[src/rtl/core/cdfs_pkg.sv]
// Shared types and constants for the discrete CDF sampler.
// Used by the top level and by the serial divider; depends on nothing.
package cdfs_pkg;

  // Table geometry and field widths.
  localparam int MAX_ENTRIES = 256;
  localparam int ENTRY_AW    = $clog2(MAX_ENTRIES);
  localparam int CNT_W       = 9;
  localparam int WEIGHT_W    = 16;
  localparam int SUM_W       = 24;
  localparam int FRAC_W      = 16;
  localparam int STATUS_W    = 2;

  // Largest value the running sum may hold.
  localparam logic [SUM_W-1:0] SUM_MAX = {SUM_W{1'b1}};

  // Status codes of a result beat.
  localparam logic [STATUS_W-1:0] STATUS_OK    = 2'd0;
  localparam logic [STATUS_W-1:0] STATUS_CLAMP = 2'd1;
  localparam logic [STATUS_W-1:0] STATUS_ZERO  = 2'd2;

  // Item mode codes.
  localparam logic MODE_LOAD   = 1'b0;
  localparam logic MODE_SAMPLE = 1'b1;

  // One input beat.
  typedef struct packed {
    logic                mode;
    logic [ENTRY_AW-1:0] weight_index;
    logic [WEIGHT_W-1:0] weight_value;
    logic [SUM_W-1:0]    random_value;
  } cdfs_in_t;

  // One result beat.
  typedef struct packed {
    logic [ENTRY_AW-1:0] sampled_index;
    logic [FRAC_W-1:0]   rescaled_fraction;
    logic [STATUS_W-1:0] status;
  } cdfs_out_t;

endpackage

[src/rtl/core/cdfs_div.sv]
// Bit-serial restoring divider producing FRAC_W+1 quotient bits of (n << FRAC_W) / d.
// Requires n <= d on start. Depends on cdfs_pkg.
module cdfs_div (
  input  logic                            clk,
  input  logic                            rst_n,
  input  logic                            start,
  input  logic [cdfs_pkg::SUM_W-1:0]      numer,
  input  logic [cdfs_pkg::SUM_W-1:0]      denom,
  output logic                            done,
  output logic [cdfs_pkg::FRAC_W:0]       quot
);
  import cdfs_pkg::*;

  localparam int STEP_W = $clog2(FRAC_W + 2);

  logic [SUM_W:0]    rem_r, rem_nxt;
  logic [SUM_W-1:0]  den_r, den_nxt;
  logic [FRAC_W:0]   quot_r, quot_nxt;
  logic [STEP_W-1:0] cnt_r, cnt_nxt;
  logic              busy_r, busy_nxt;
  logic              done_r, done_nxt;
  logic              ge;
  logic [SUM_W:0]    diff;

  // One quotient bit per cycle: compare, subtract if it fits, shift.
  always_comb begin
    ge       = rem_r >= {1'b0, den_r};
    diff     = ge ? (rem_r - {1'b0, den_r}) : rem_r;
    rem_nxt  = rem_r;
    den_nxt  = den_r;
    quot_nxt = quot_r;
    cnt_nxt  = cnt_r;
    busy_nxt = busy_r;
    done_nxt = 1'b0;
    if (start) begin
      rem_nxt  = {1'b0, numer};
      den_nxt  = denom;
      cnt_nxt  = STEP_W'(FRAC_W + 1);
      busy_nxt = 1'b1;
    end else if (busy_r) begin
      quot_nxt = {quot_r[FRAC_W-1:0], ge};
      rem_nxt  = {diff[SUM_W-1:0], 1'b0};
      cnt_nxt  = cnt_r - 1'b1;
      if (cnt_r == STEP_W'(1)) begin
        busy_nxt = 1'b0;
        done_nxt = 1'b1;
      end
    end
  end

  always_ff @(posedge clk) begin
    if (!rst_n) begin
      busy_r <= 1'b0;
      done_r <= 1'b0;
      cnt_r  <= '0;
    end else begin
      busy_r <= busy_nxt;
      done_r <= done_nxt;
      cnt_r  <= cnt_nxt;
    end
    rem_r  <= rem_nxt;
    den_r  <= den_nxt;
    quot_r <= quot_nxt;
  end

  assign done = done_r;
  assign quot = quot_r;

`ifndef SYNTH
  // The owner must wait for the previous division to finish.
  a_start_idle: assert property (@(posedge clk) disable iff (!rst_n)
    start |-> !busy_r) else $error("divider started while busy");
  // A busy divider always has steps left.
  a_busy_cnt: assert property (@(posedge clk) disable iff (!rst_n)
    busy_r |-> cnt_r != '0) else $error("divider busy with no steps left");
  // Completion follows the last step of a running division.
  a_done_after_busy: assert property (@(posedge clk) disable iff (!rst_n)
    done_r |-> !busy_r && $past(busy_r)) else $error("divider done without a division");
`endif

endmodule

[config.mk]
export PLATFORM = sky130hd
export DESIGN_NAME = cdfs_div
export DESIGN_NICKNAME = d
export VERILOG_FILES = /design/src/rtl/core/cdfs_pkg.sv /design/src/rtl/core/cdfs_div.sv
export SDC_FILE = /design/constraint.sdc
export NUM_CORES = 1
export LEC_CHECK = 0
export BUFFER_PORTS_ARGS = -buffer_cell sky130_fd_sc_hd__clkbuf_2
export CORE_UTILIZATION = 40
export DETAILED_ROUTE_END_ITERATION = 7
export GPL_TIMING_DRIVEN = 1
export RECOVER_POWER = 50
export SYNTH_ARGS = -nofsm -noshare
export SYNTH_HDL_FRONTEND = slang
export SYNTH_SLANG_ARGS = --single-unit
[constraint.sdc]
create_clock -name clk -period 3.4 [get_ports clk]
set_input_delay 0.34 -clock clk [delete_from_list [all_inputs] [get_ports clk]]
set_output_delay 0.34 -clock clk [all_outputs]
set_load 0.01 [all_outputs]
; After elaboration in Yosys (flattened, before gate mapping)
; Cells that the tools add are included.
[totals]
reg_bits = 73
in_bits = 51
output_inout_bits = 18
wordCells = 28
[op_classes]
add_sub_neg = 2
magnitude_cmp = 1
eq_ne = 1
n_mux = 9
bitwise = 3
n_reduce_logical = 4
[ops]
columns = cell, count
row1 = 2-to-1 mux 24 bit, 3
row2 = >= comparator 25 x 24 -> 1 bit, 1
row3 = subtractor 24 bit, 1
row4 = 2-to-1 mux 5 bit, 2
row5 = "equality test 5 x 1 -> 1 bit, second input constant", 1
row6 = "subtractor 5 x 1 -> 5 bit, second input constant", 1
row7 = 2-to-1 mux 1 bit, 4
row8 = inverter 1 bit, 3
row9 = OR reduction 3 bit, 1
row10 = AND reduction 2 bit, 1
row11 = nonzero test 2 bit, 1
row12 = OR reduction 2 bit, 1

; Depth between registers and ports, before layout
[logic_depth]
depth_word = 4
depth_mapped = 12
depth_no_buf = 10

; Least setup slack after synthesis
; Ideal clock, no wire load.
[synth_path]
path_type = register to register
from = register rem_r[8]
to = register rem_r[8] (data pin)
setup_ps = 261
arrival_ps = 2257
required_time_ps = 3139
setup_slack_ps = 883
stages_incl_launch_ff = 12
path_buffers = 2
synth_period_minus_slack_ps = 2517
path_cell_list = edfxtp_1 > ha_1 > buf_6 > a211oi_2 > nor2_1 > o41ai_4 > a21oi_2 > o21a_1 > buf_6 > nor2_8 > inv_2 > o311a_1
[synth_between]
elab_chain_cells = 4
[synth_rtl]
columns = item, line_no
row1 = start: declaration, cdfs_div.sv:16  ; logic [SUM_W:0] rem_r, rem_nxt;
row2 = start signal: assignment, cdfs_div.sv:61  ; rem_r <= rem_nxt;
row3 = >= comparator 25 x 24 -> 1 bit, cdfs_div.sv:27  ; ge = rem_r >= {1'b0, den_r};
row4 = named net ge, cdfs_div.sv:22  ; logic ge;
row5 = 2-to-1 mux 24 bit, cdfs_div.sv:28  ; diff = ge ? (rem_r - {1'b0, den_r}) : rem_r;
row6 = 2-to-1 mux 24 bit, cdfs_div.sv:40  ; end else if (busy_r) begin
row7 = 2-to-1 mux 24 bit, cdfs_div.sv:35  ; if (start) begin
row8 = named net rem_nxt[8], cdfs_div.sv:16
; The timed path passes the listed nets, and every way through them passes these cells. The select of a mux whose other input is x is not followed.
; A chain may end at the register's enable or synchronous reset.

; Worst setup path in the final report
; Same ends and word-level chain as after synthesis.

==> flow_summary.yaml <==
critical_path:
  crit_family: "compound AO/OA/AOI/OAI gates"
  cp.arrival_ps: 3140
  crit_chain: "ha_1 > a211oi_2 > nor2_1 > o41ai_4 > a21oi_2 > o21a_1 > nor2_8 > inv_2 > o311a_1"
  endpoint_kind: "register"
  worst_r2r_endpoint: "rem_r[8]$_DFFE_PP_"
  path_max_fanout: 16
  r2r_setup_slack_ps: 380
  startpoint: "rem_r[8]$_DFFE_PP_"
  max_stage_delay_ps: 410
  crit_slowest_cell: "ha_1"
  critical_path_required_ps: 3510
  timing.rr.start: "rem_r[8]$_DFFE_PP_"
  crit_buf_inv: 1
  path_depth: 9
  worstSetupPathType: "register to register"
  endpoint: "rem_r[8]$_DFFE_PP_"
  r2r_cells: 9
  critPathLaunchType: "register"
cts:
  htreeDepth: 3
  cts_resized: 0
  clock_path_buffers: 2
  worstSkewPairLatency_ps: 370
  cts_setup_buffers: 0
  clk_pin_slew_worst_paths_ps: 90
  cts_tree: "done"
  numCtsBuffers: 9
  clock-sinks: 73
  cts_root_buf: "clkbuf_8"
  postCtsHoldBufs: 0
run_status:
  status: "finished clean"
pwr:
  power_leakage_nw: 2.06
  ir_drop_v: 0.000246
  clockPowerShare: 0.217
  p_seq_frac: 0.369
  switching_share: 0.372
  p_per_area_mw_per_mm2: 640
  combinationalPowerShare: 0.414
  p_sw_mw: 1.21
  p_int_mw: 2.04
sta:
  tightest_slew_ps: 1140
  rsz0062_at_grt: "no"
  fin_crit_sh: 0.889
  fmax_ghz: 0.331
  fin_tns_setup_ps: 0
  relSlewSlack: 0.237
  skew_ps: 15.2
  period_minus_slack_ps: 3020
  finalHoldViolCount: 0
  drv_slew: 0
  finalSetupViolations: 0
floorplanning:
  die_x_um: 107
  initial_utilization: 0.420
  die_y_um: 107
  core_area_mm2: 0.0105
  die_area_mm2: 0.0115
  row_count: 37
  ioPinCount: 69
finish:
  finalInstanceArea_mm2: 0.00507
  n_fill_cell: 981
  diodes: 0
  layout_commonest_cell: "edfxtp_1"
  drive_above_1_share: 0.195
  nets: 560
  layout_common_cells: "edfxtp_1 (65), clkbuf_2 (59), inv_1 (34), ha_1 (26), nor2_1 (24)"
  final_core_util: 0.483
  synthToLayoutAreaGrowth_pct: 15.1
yosys:
  synth_flop_cell: "edfxtp_1"
  synth-edff-count: 65
  ys_seq_elements: 73
  synth_fa_ha_area_frac: 0.0783
  synth_largest_area_cell: "edfxtp_1"
  synth.avg_cell_area_um2: 10.7
  synth_cell_types: 61
  synth-compound-area-share: 0.207
  synth-simple-area-share: 0.139
  synth_area_leaders: "edfxtp_1 (44%), ha_1 (7.4%), dfxtp_1 (3.6%), inv_1 (2.9%), a21oi_1 (2.6%)"
  yosysWarningCount: 0
  synth-async-reset-ratio: 0
  synth_xor_area_frac: 0.0357
  netlist_area_mm2: 0.00441
  synth_top_family_by_area: "compound AO/OA/AOI/OAI gates"
  syn_nets: 491
  synth_mux_area_frac: 0.00454
  syn_inst: 413
  yosys.area.top_type_share: 0.443
  ys_seq_area_frac: 0.479
grt:
  grt_max_degree: 60
  grt_usage: 0.189
  grt_pass1_vias: 3371
  antenna_found_initial: 0
  grtUsageMet3: 0.0322
  grt_busiest_layer: "met2"
  grt_pass1_wl_mm: 16.7
  grt_util_met2: 0.295
  grt_overflow: 0
  met1_usage: 0.256
placement:
  port_buffers: 68
  dpl_cell_area_mm2: 0.00489
  dp_hpwl_mm: 7.46
  gp_congestion: 0.914
routing:
  dr.pass1.iters: 5
  wirelength_mm: 10.3
  drtIter0Drc: 244
  avgRoutedWirePerCell_um: 16.5
  vias: 3457
  viasPerCell: 5.55
  route.detailed.drc: 0
  postRouteAntennaNets: 0
flow_run:
  cap_violations: 0
min_path:
  hold_path.class: "input port to register"
==> synth_stat cells, drive strengths merged, types with 5 or more instances <==
master / count
edfxtp: 65
inv: 35
ha: 26
a21oi: 25
nor2: 25
nand2: 23
o21ai: 19
nor2b: 13
buf: 12
a211oi: 11
o311ai: 11
xor2: 11
a21o: 10
nand2b: 10
clkbuf: 9
nand4b: 9
dfxtp: 8
nor3: 7
o31ai: 7
xnor2: 7
a31oi: 6
a32oi: 6
o211ai: 6
o21a: 5
==> registers in the layout (all words and copies together) (netlist names) <==
name	count
busy_r	1
done	1
quot	17
rem_r	25
cnt_r	5
den_r	24
==> power groups by stage <==
stage          logic, mW  registers [mW]  clock network [mW]
2_1_floorplan       1.01            1.20                   0
3_3_place_gp        1.31            1.21                   0
3_5_place_dp        1.32            1.22                   0
4_1_cts             1.33            1.20               0.726
5_1_grt             1.47            1.21               0.751
6_report            1.35            1.20               0.703
==> metrics by stage <==
stage	power [mW]	instances	hold WS (ps)	worst slack [ps]
6_report	3.25	623	141	378
3_3_place_gp	2.53	607	441	525
5_1_grt	3.44	623	131	169
3_5_place_dp	2.54	607	435	408
4_1_cts	3.26	623	128	393
2_1_floorplan	2.21	413	439	883
==> final cells by class <==
class | count | area (µm²) | area share
timing repair buffer | 79 | 404 | 0.0796
clock inverter | 4 | 28.8 | 0.00567
multi-input combinational | 284 | 2050 | 0.404
tap | 136 | 170 | 0.0335
inverter | 35 | 131 | 0.0259
clock buffer | 12 | 178 | 0.0350
sequential | 73 | 2110 | 0.416
==> worst register-to-register path, stage by stage (launching register included) <==
cell and delay (ps):
edfxtp_1 400, ha_1 410, a211oi_2 250, nor2_1 110
o41ai_4 360, a21oi_2 130, o21a_1 380, nor2_8 360
inv_2 90, o311a_1 290
==> cells by family (layout without fill, tap and decap cells) <==
kind of cell               after synthesis  after routing
AOI/OAI and AO/OA                      126            126
and+or+nand+nor                        111            111
DFF                                     73             73
buffers and inverters                   56            130
adders and majority gates               27             27
xor gates and xnor gates                18             18
muxes                                    2              2
==> how the worst min path moves through the flow <==
stage,start,to,slack (ps),cells after the start
after floorplan,denom[0],den_r[0]$_DFFE_PP_,440,0
after global placement,quot[10]$_DFFE_PP_,quot[11]$_DFFE_PP_,440,0
after detailed placement,quot[15]$_DFFE_PP_,quot[16]$_DFFE_PP_,430,0
after CTS,denom[19],den_r[19]$_DFFE_PP_,130,1
after global routing,denom[19],den_r[19]$_DFFE_PP_,130,1
final,denom[19],den_r[19]$_DFFE_PP_,140,1
==> per-layer routing <==
metal,up-vias,part of all wire
li1,1707,-
met1,1593,0.47
met2,138,0.44
met3,19,0.064
met4,0,0.020
met5,-,0
Power figures use the tool's default switching activity.
