### config.mk
export PLATFORM = sky130hd
export DESIGN_NAME = cdfs_ram
export DESIGN_NICKNAME = d
export VERILOG_FILES = /design/src/rtl/core/cdfs_ram.sv
export SDC_FILE = /design/constraint.sdc
export NUM_CORES = 1
export LEC_CHECK = 0
export ABC_CLOCK_PERIOD_IN_PS = 2600
export BUFFER_PORTS_ARGS = -buffer_cell sky130_fd_sc_hd__buf_2
export CORE_MARGIN = 2
export CORE_UTILIZATION = 50
export CTS_CLUSTER_DIAMETER = 30
export CTS_CLUSTER_SIZE = 25
export DETAILED_ROUTE_END_ITERATION = 10
export PLACE_DENSITY_LB_ADDON = 0.15
export SETUP_SLACK_MARGIN = 0.02
export SLEW_MARGIN = 20
export SYNTH_ARGS = -nofsm -noshare
export SYNTH_HDL_FRONTEND = slang
export SYNTH_SLANG_ARGS = --single-unit
### constraint.sdc
create_clock -name clk -period 2.6 [get_ports clk]
set_clock_uncertainty 0.15 [all_clocks]
set_input_delay 0.26 -clock clk [delete_from_list [all_inputs] [get_ports clk]]
set_output_delay 0.26 -clock clk [all_outputs]
set_load 0.005 [all_outputs]
### src/rtl/core/cdfs_ram.sv
// Generic single-write, single-read RAM with a registered read port.
// Stand-alone; holds the cumulative weight table of the sampler.
module cdfs_ram #(
  parameter int WIDTH = 8,
  parameter int DEPTH = 16
) (
  input  logic                     clk,
  input  logic                     we,
  input  logic [$clog2(DEPTH)-1:0] waddr,
  input  logic [WIDTH-1:0]         wdata,
  input  logic [$clog2(DEPTH)-1:0] raddr,
  output logic [WIDTH-1:0]         rdata
);

  logic [WIDTH-1:0] mem [DEPTH];
  logic [WIDTH-1:0] rdata_r;

  // Write port and registered read port.
  always_ff @(posedge clk) begin
    if (we) begin
      mem[waddr] <= wdata;
    end
    rdata_r <= mem[raddr];
  end

  assign rdata = rdata_r;

endmodule

==> After elaboration in Yosys (flattened, before gate mapping) <==
Memory sizes are Yosys's and may differ from the RTL's. A register that Yosys moved wholly into a read port is not among the register bits.
Cells that the tools add are included.
Widths: inputs -> output; s select.
{ "op_classes": {"addsub": 0, "mul": 0, "n_div": 0, "magnitude_cmp": 0, "eq_ne": 0, "n_shift": 0, "muxes": 2, "bitwise_logic": 0, "reduce_logical": 0} }
{ "ops": {"columns": ["cell", "n"], "rows": [
  ["$mux 1", 2]
]} }
{ "totals": {"regBits": 0, "latch_bits": 0, "ramBits": 128, "rom_bits": 0, "input_bits": 18, "output_inout_bits": 8, "elab_cells": 3, "memories": 1} }
{ "memory_table": {"columns": ["memory", "depth", "word_bits", "read_ports", "rd_ports_with_merged_regs", "write_ports", "line_no", "text"], "rows": [
  ["mem", 16, 8, 1, 1, 1, "15", "logic [WIDTH-1:0] mem [DEPTH];"]
]} }

==> Longest topological paths before layout <==
Gate-level depths: netlist (run 1).
{ "depth": {"ltp_word": 2, "depth_mapped": 5, "depth_no_buf": 3} }

==> Least setup slack after synthesis (run 1) <==
Ideal clock, no wire load.
{ "synth_timing": {"path_type": "in2reg", "startpoint": "in waddr[2]", "endpoint": "mem mem[0][0], enable pin", "setup_ns": 0.383, "arrival_ns": 1.370, "t_required_ns": 2.067, "setup_slack_ns": 0.697, "path_stages": 2, "n_path_buf": 0, "path_cell_list": "or3b_2 nor3_1"} }
{ "synth_rtl": {"columns": ["element", "line_no", "text"], "rows": [
  ["start, declared", "9", "input logic [$clog2(DEPTH)-1:0] waddr,"],
  ["end, declared", "15", null]
]} }
No word-level cell before the write port.

==> tab_implementation.tex, run 1 <==
\begin{tabular}{lr}
\hline
Metric & Value \\
\hline
\multicolumn{2}{l}{\textbf{Clock network}} \\
\quad Root Buffer & clkbuf\_8 \\
\quad Latest clock arrival within the worst-skew pair & 0.53 ns \\
\quad Maximum buffer depth of the clock tree & 2 \\
\quad CTS buffer count & 17 \\
\quad Clock Sink Count & 136 \\
\quad Clock transition at the registers of the reported paths & 0.06 ns \\
\quad TritonCTS clock tree & built \\
\quad H-tree depth & 4 \\
\quad Total of cells resized after clock tree synthesis & 0 \\
\multicolumn{2}{l}{\textbf{Die}} \\
\quad Num rows & 37 \\
\quad Number of top-level design ports & 26 \\
\quad Chip Width & around 110 microns \\
\quad Die boundary height & 105 microns \\
\quad Core Area & 10100 sq um \\
\quad Die area & 11100 sq um \\
\quad Starting Density & 50.8\% \\
\multicolumn{2}{l}{\textbf{Route}} \\
\quad Routed wire per std cell & between 20 and 25 microns \\
\quad Initial DRC count & 182 \\
\quad Routed via count divided by cell count & 5.61 \\
\quad Drt total wl & 9760 microns \\
\quad Number of DRC violations after detailed routing & 0 \\
\quad Via count & 2469 \\
\quad 1st-pass router iterations & 5 \\
\quad Antenna-violating nets left & 0 \\
\multicolumn{2}{l}{\textbf{Job}} \\
\quad Max-capacitance violation count & 0 \\
\multicolumn{2}{l}{\textbf{Placement}} \\
\quad Placed wire-length estimate after detailed placement & $\sim$6300 microns \\
\quad Input/output buffers & 25 \\
\quad Routability congestion estimate from global placement & approximately 0.74 \\
\multicolumn{2}{l}{\textbf{Pwr}} \\
\quad Share of power burned in the clock network & 48.3\% \\
\quad Switching power & 0.995 mW \\
\quad Max rail drop VDD & $\sim$0.38 mV \\
\quad Internal Dissipation & 4.23 mW \\
\quad Cell leakage power & 2.14 nW \\
\quad Proportion of power drawn by flip-flops and latches & 47.2\% \\
\quad Switching power share of the total & 19.0\% \\
\quad Power share of the combinational group & 4.5\% \\
\quad Cell Pwr Density & 837 nW/um\^{}2 \\
\multicolumn{2}{l}{\textbf{Worst setup path}} \\
\quad Crit-path cells & mux4\_1 -> a22oi\_1 -> nand2\_1 \\
\quad Worst Path Class, Setup & reg2reg \\
\quad Worst-path fanout max & 1 \\
\quad Crit-path slowest cell & mux4\_1 \\
\quad Signal arrival time at the worst endpoint & approximately 1.8 ns \\
\quad Data required time at the worst endpoint & 2.86 ns \\
\quad Critical path endpoint category & flip-flop \\
\quad Stage delay of the slowest cell on the critical path & between 0.5 and 0.6 ns \\
\quad CP Launch Type & flip-flop \\
\quad Top cell family by delay on the critical path & multiplexers \\
\quad Worst path buffer plus inverter count & 0 \\
\quad R2R Setup Slk & 1.04 ns \\
\multicolumn{2}{l}{\textbf{Finish}} \\
\quad Number of nets in the final layout & a little over 300 \\
\quad Layout overhead on the synthesized area & 21.3\% \\
\quad Fraction of final layout cells with drive strength greater than 1 & 30.9\% \\
\quad Final Util & 61.6\% \\
\quad N\_diodes & 0 \\
\quad Highest-count cells in the layout ignoring fill and taps & edfxtp\_1 (128), buf\_2 (25), mux4\_2 (18), buf\_4 (18) \\
\quad Commonest non-fill, non-tap cell in the layout & edfxtp\_1 \\
\multicolumn{2}{l}{\textbf{Global route}} \\
\quad Initial antenna violation count & 0 \\
\quad Vias in the first global route & around 2.6k \\
\quad Total global routing track utilization & 19.7\% \\
\quad Global-route congestion overflow total & 0 \\
\quad Global-route wire length before repair & 15100 microns \\
\quad Maximum number of pins on one net before global-route repair & 22 \\
\multicolumn{2}{l}{\textbf{Timing}} \\
\quad Final worst-path cycle share & 60.0\% \\
\quad Final hold viol count & 0 \\
\quad Slew of the pin with the lowest slew margin & 0.787 ns \\
\quad Accumulated negative setup slack & 0 ns \\
\quad Final critical path time including I/O delays and setup & 1.56 ns \\
\quad Setup-violating endpoint count in the final report & 0 \\
\quad Number of pins exceeding their max-slew limit in the final report & 0 \\
\quad Unrepaired setup endpoints after global routing & no \\
\quad Headroom to the max-slew limit & 47.4\% \\
\quad Maximum clock rate & between 600 and 700 MHz \\
\multicolumn{2}{l}{\textbf{Logic synthesis}} \\
\quad Async set-or-reset flop fraction in the synthesized netlist & 0\% \\
\quad Post-synthesis instance area & between 5000 and 6000 sq um \\
\quad Net count of the mapped netlist & $\sim$250 \\
\quad Cells after synthesis & 229 \\
\quad Sequential fraction of the synthesis area & between 70\% and 80\% \\
\quad Area share of the leading cell type in the synthesized netlist & 74.7\% \\
\quad Distinct cell type count of the synthesized netlist & 19 \\
\quad Count of warnings emitted by yosys & 0 \\
\quad Synth Flop Type & edfxtp\_1 \\
\quad Cell types with the largest area share after synthesis & edfxtp\_1 (75\%), mux4\_2 (7.9\%), mux4\_1 (7.1\%) \\
\quad Number of enable-type register cells in the synthesized netlist & roughly 130 \\
\quad Avg Inst Size Synth & 22.5 sq um \\
\quad Cell type with the largest total area after synthesis & edfxtp\_1 \\
\quad \#FFs+latches synth & around 140 \\
\multicolumn{2}{l}{\textbf{Status}} \\
\quad Status & finished, final reports clean \\
\multicolumn{2}{l}{\textbf{Hold path}} \\
\quad Path category of the worst min-delay check & in2reg \\
\hline
\end{tabular}
-- power groups by stage --
stage	clock [mW]	combinational [mW]	sequential, mW
after floorplan	0	0.124	2.51
after global placement	0	0.224	2.51
after detailed placement	0	0.227	2.51
after CTS	2.57	0.237	2.47
after global routing	2.67	0.255	2.47
final	2.53	0.233	2.47
-- layer usage --
metal  GRT usage, %  part of all wire, %
met1           26.4                   44
met2           30.1                   49
met3           6.25                  5.2
met4           8.38                  1.7
met5              0                    0
-- metrics by stage --
stage / instances / total power, mW / instance area (sq um) / setup slack (ns) / hold slack [ns]
after floorplan: 229 / 2.63 / 5150 / 0.697 / 0.209
after global placement: 400 / 2.73 / 5530 / 0.572 / 0.487
after detailed placement: 400 / 2.74 / 5530 / 0.545 / 0.488
after CTS: 440 / 5.28 / 6240 / 1.06 / 0.0953
after global routing: 440 / 5.39 / 6240 / 0.984 / 0.142
final: 440 / 5.23 / 6240 / 1.04 / 0.129
-- sequential cells by signal, indices dropped and copies added (netlist names) --
| name | count |
|---|---|
| mem | 128 |
| rdata | 8 |
-- tightest hold or removal path: stages --
cell	delay (ns)
buf_2	0.10
or3b_2	0.16
nor2_1	0.10
-- synthesized netlist by cell type (2+ instances only) --
cell type and instances:
edfxtp_1 128, mux4_2 18, a22oi_1 16, mux4_1 14, nor2_1 13, nand2_1 9, dfxtp_1 8, nor3_1 4
buf_2 3, buf_6 3, clkdlybuf4s25_2 3, nand2b_1 2, nand3b_1 2
-- kinds of logic (layout without fill, tap and decap cells) --
group,Yosys count,after routing,synth area share [%]
flops,136,136,77.8
simple gates,35,35,3.18
mux,32,32,15.0
compound gates,16,16,2.33
buf+inv,10,85,1.68
-- cell type report --
cell class | instances | area [sq um]
sequential | 136 | 4000
fill | 720 | 3890
multi-input combinational | 83 | 1060
clock buffer | 19 | 432
timing repair buffer | 53 | 380
clock inverter | 13 | 200
tap | 136 | 170
-- what timing repair did --
action,CTS,global route
hold buffers,8,0
endpoints found under the hold margin,128,0
setup endpoints to repair,0,0
buffers inserted,0,0
-- final timing paths --
kind                    end  depth (start not counted)        from
setup / recovery   rdata[2]                          3   mem[9][2]
hold / removal    mem[1][3]                          3    waddr[3]
setup reg to reg   rdata[2]                          3   mem[9][2]
hold reg to reg    rdata[7]                          3  mem[15][7]
No activity file was read; power rests on OpenSTA's default activity.
==> run 2: changes to the inputs <==
--- a/config.mk
+++ b/config.mk
@@ -5,7 +5,7 @@
 export SDC_FILE = /design/constraint.sdc
 export NUM_CORES = 1
 export LEC_CHECK = 0
-export ABC_CLOCK_PERIOD_IN_PS = 2600
+export ABC_CLOCK_PERIOD_IN_PS = 1600
 export BUFFER_PORTS_ARGS = -buffer_cell sky130_fd_sc_hd__buf_2
 export CORE_MARGIN = 2
 export CORE_UTILIZATION = 50
==> constraint.sdc (replaced) <==
create_clock -name clk -period 1.6 [get_ports clk]
set_clock_uncertainty 0.15 [all_clocks]
set_input_delay 0.16 -clock clk [delete_from_list [all_inputs] [get_ports clk]]
set_output_delay 0.16 -clock clk [all_outputs]
set_load 0.005 [all_outputs]
==> tab_implementation.tex, run 2 (synthesized netlist as in run 1, its figures left out) <==
\begin{tabular}{lr}
\hline
Metric & Value \\
\hline
\multicolumn{2}{l}{\textbf{Placement}} \\
\quad Placed wire-length estimate after detailed placement & 6360 microns (was 6340 microns) \\
\quad Routability congestion estimate from global placement & 0.735 (was 0.736) \\
\quad Worst setup slack before clock tree synthesis & -0.168 ns (was 0.545 ns) \\
\quad Input/output buffers & 25 (unchanged) \\
\multicolumn{2}{l}{\textbf{Timing}} \\
\quad Number of pins exceeding their max-slew limit in the final report & 0 (unchanged) \\
\quad Unrepaired setup endpoints after global routing & no (unchanged) \\
\quad Final critical path time including I/O delays and setup & 1.50 ns (was 1.56 ns) \\
\quad Setup-violating endpoint count in the final report & 0 (unchanged) \\
\quad Maximum clock rate & 666 MHz (was 641 MHz) \\
\quad Slew of the pin with the lowest slew margin & 0.772 ns (was 0.787 ns) \\
\quad Final worst-path cycle share & 93.9\% (was 60.0\%) \\
\quad Worst Slack Setup Final & 0.0983 ns (was 1.04 ns) \\
\quad Final hold viol count & 0 (unchanged) \\
\quad Headroom to the max-slew limit & 48.4\% (was 47.4\%) \\
\multicolumn{2}{l}{\textbf{Clock network}} \\
\quad Root Buffer & clkbuf\_8 (unchanged) \\
\quad Clock Sink Count & 136 (unchanged) \\
\quad Latest clock arrival within the worst-skew pair & 0.50 ns (was 0.53 ns) \\
\quad TritonCTS clock tree & built (unchanged) \\
\quad Maximum buffer depth of the clock tree & 2 (unchanged) \\
\quad H-tree depth & 4 (unchanged) \\
\quad Post-CTS setup buffers & 0 (unchanged) \\
\quad Clock transition at the registers of the reported paths & 0.06 ns (about the same) \\
\quad CTS buffer count & 17 (unchanged) \\
\multicolumn{2}{l}{\textbf{Route}} \\
\quad Antenna-violating nets left & 0 (unchanged) \\
\quad Number of DRC violations after detailed routing & 0 (unchanged) \\
\quad Routed wire per std cell & 21.6 microns (was 22.2 microns) \\
\quad Routed via count divided by cell count & 5.48 (was 5.61) \\
\quad Via count & 2465 (was 2469) \\
\quad 1st-pass router iterations & 5 (unchanged) \\
\quad Drt total wl & 9710 microns (was 9760 microns) \\
\quad Initial DRC count & 137 (was 182) \\
\multicolumn{2}{l}{\textbf{Finish}} \\
\quad Final Util & 61.9\% (was 61.6\%) \\
\quad FF+latch area & 4000 sq um (unchanged) \\
\quad Total area of multi-input combinational cells & 1060 sq um (about the same) \\
\quad Flip-flop count of the largest register after layout & 128 (unchanged) \\
\quad Commonest non-fill, non-tap cell in the layout & edfxtp\_1 (unchanged) \\
\quad Fraction of final layout cells with drive strength greater than 1 & 33.4\% (was 30.9\%) \\
\quad Layout overhead on the synthesized area & 21.9\% (was 21.3\%) \\
\quad N\_diodes & 0 (unchanged) \\
\quad Highest-count cells in the layout ignoring fill and taps & edfxtp\_1 (128), buf\_4 (27), buf\_2 (25) (was edfxtp\_1 (128), buf\_2 (25), mux4\_2 (18), buf\_4 (18)) \\
\quad Number of nets in the final layout & 319 (was 309) \\
\quad FILL cells & 725 (was 720) \\
\quad Register with the most flip-flops & mem (unchanged) \\
\multicolumn{2}{l}{\textbf{Pwr}} \\
\quad Max rail drop VDD & 0.806 mV (was 0.381 mV) \\
\quad Cell Pwr Density & 1280 nW/um\^{}2 (was 837 nW/um\^{}2) \\
\quad Cell leakage power & 2.16 nW (was 2.14 nW) \\
\quad Pwr Total & 8.05 mW (was 5.23 mW) \\
\multicolumn{2}{l}{\textbf{Worst setup path}} \\
\quad Worst-path fanout max & 1 (unchanged) \\
\quad Stage delay of the slowest cell on the critical path & 0.50 ns (was 0.52 ns) \\
\quad CP Launch Type & flip-flop (unchanged) \\
\quad Data required time at the worst endpoint & 1.84 ns (was 2.86 ns) \\
\quad Crit-path slowest cell & mux4\_1 (unchanged) \\
\quad Critical path endpoint category & flip-flop (unchanged) \\
\quad Crit-path cells & mux4\_1 -> a22oi\_1 -> nand2\_1 (unchanged) \\
\quad Signal arrival time at the worst endpoint & 1.74 ns (was 1.82 ns) \\
\quad Worst Path Class, Setup & reg2reg (unchanged) \\
\multicolumn{2}{l}{\textbf{Global route}} \\
\quad Maximum number of pins on one net before global-route repair & 19 (was 22) \\
\quad Total global routing track utilization & 18.7\% (was 19.7\%) \\
\quad Initial antenna violation count & 0 (unchanged) \\
\quad Global-route congestion overflow total & 0 (unchanged) \\
\quad Global-route wire length before repair & 14700 microns (was 15100 microns) \\
\quad Vias in the first global route & 2593 (was 2592) \\
\multicolumn{2}{l}{\textbf{Status}} \\
\quad Status & finished, final reports clean (unchanged) \\
\multicolumn{2}{l}{\textbf{Die}} \\
\quad Die area & 11100 sq um (unchanged) \\
\quad Num rows & 37 (unchanged) \\
\quad Number of top-level design ports & 26 (unchanged) \\
\quad Chip Width & 105 microns (unchanged) \\
\quad Starting Density & 50.8\% (unchanged) \\
\quad Die boundary height & 105 microns (unchanged) \\
\quad Core Area & 10100 sq um (unchanged) \\
\multicolumn{2}{l}{\textbf{Job}} \\
\quad Max-capacitance violation count & 0 (unchanged) \\
\multicolumn{2}{l}{\textbf{Hold path}} \\
\quad Path category of the worst min-delay check & in2reg (unchanged) \\
\hline
\end{tabular}
[run 2: changes by cell type in the layout (fill, tap and decap cells not counted), moves of 2 or more]
cell        previous run  this run
clkinv_2               3         1
buf_4                 18        27
inv_6                  1         3
clkinv_4               0         2
clkinvlp_4             3         5
bufinv_16              5         2
[run 2: per-layer routing]
layer  share of wire (%)  track usage [%]  up-vias
li1                    -                -     1120
met1                  47             25.5     1286
met2                  49             30.0       50
met3                 3.1             4.95        9
met4                0.90             5.43        0
met5                   0                0        -
[run 2: report_power, final]
group	switching, mW	internal [mW]
Sequential	0.0248	3.98
Combinational	0.207	0.184
Clock	1.43	2.22
Total	1.66	6.39
[run 2: repair_timing]
item,CTS,global route
endpoints found under the hold margin,128,0
resized for setup,0,0
hold buffers,8,0
[run 2: critical path: cells and delay by family, from the launching register on]
kind            cells  cell delay [ns]
mux                 1             0.50
flops               1             0.36
compound gates      1             0.30
simple gates        1             0.08
[run 2: metrics by stage]
stage | cell area (sq um) | instances | hold slack [ns] | setup TNS, ns
detailed placement | 5620 | 410 | 0.390 | -0.652
CTS | 6270 | 450 | 0.0160 | 0
finish | 6270 | 450 | 0.0377 | 0
floorplan | 5150 | 229 | 0.109 | 0
global placement | 5620 | 410 | 0.388 | -0.554
global route | 6270 | 450 | 0.0512 | 0
[run 2: path summary, 6_finish.rpt]
check / startpoint / endpoint / cells past startpoint / slack (ns)
worst max-delay path: mem[9][2] / rdata[2] / 3 / 0.1
worst min-delay path: waddr[1] / mem[0][2] / 3 / 0.04
worst max register to register: mem[9][2] / rdata[2] / 3 / 0.1
worst min register to register: mem[15][0] / rdata[0] / 3 / 0.53
[run 2: cell type report]
cell class                 instances  share of cell area, %
sequential                       136                   63.8
clock inverter                    14                   2.39
tap                              136                   2.71
multi-input combinational         83                   16.9
timing repair buffer              63                   7.46
clock buffer                      18                   6.66
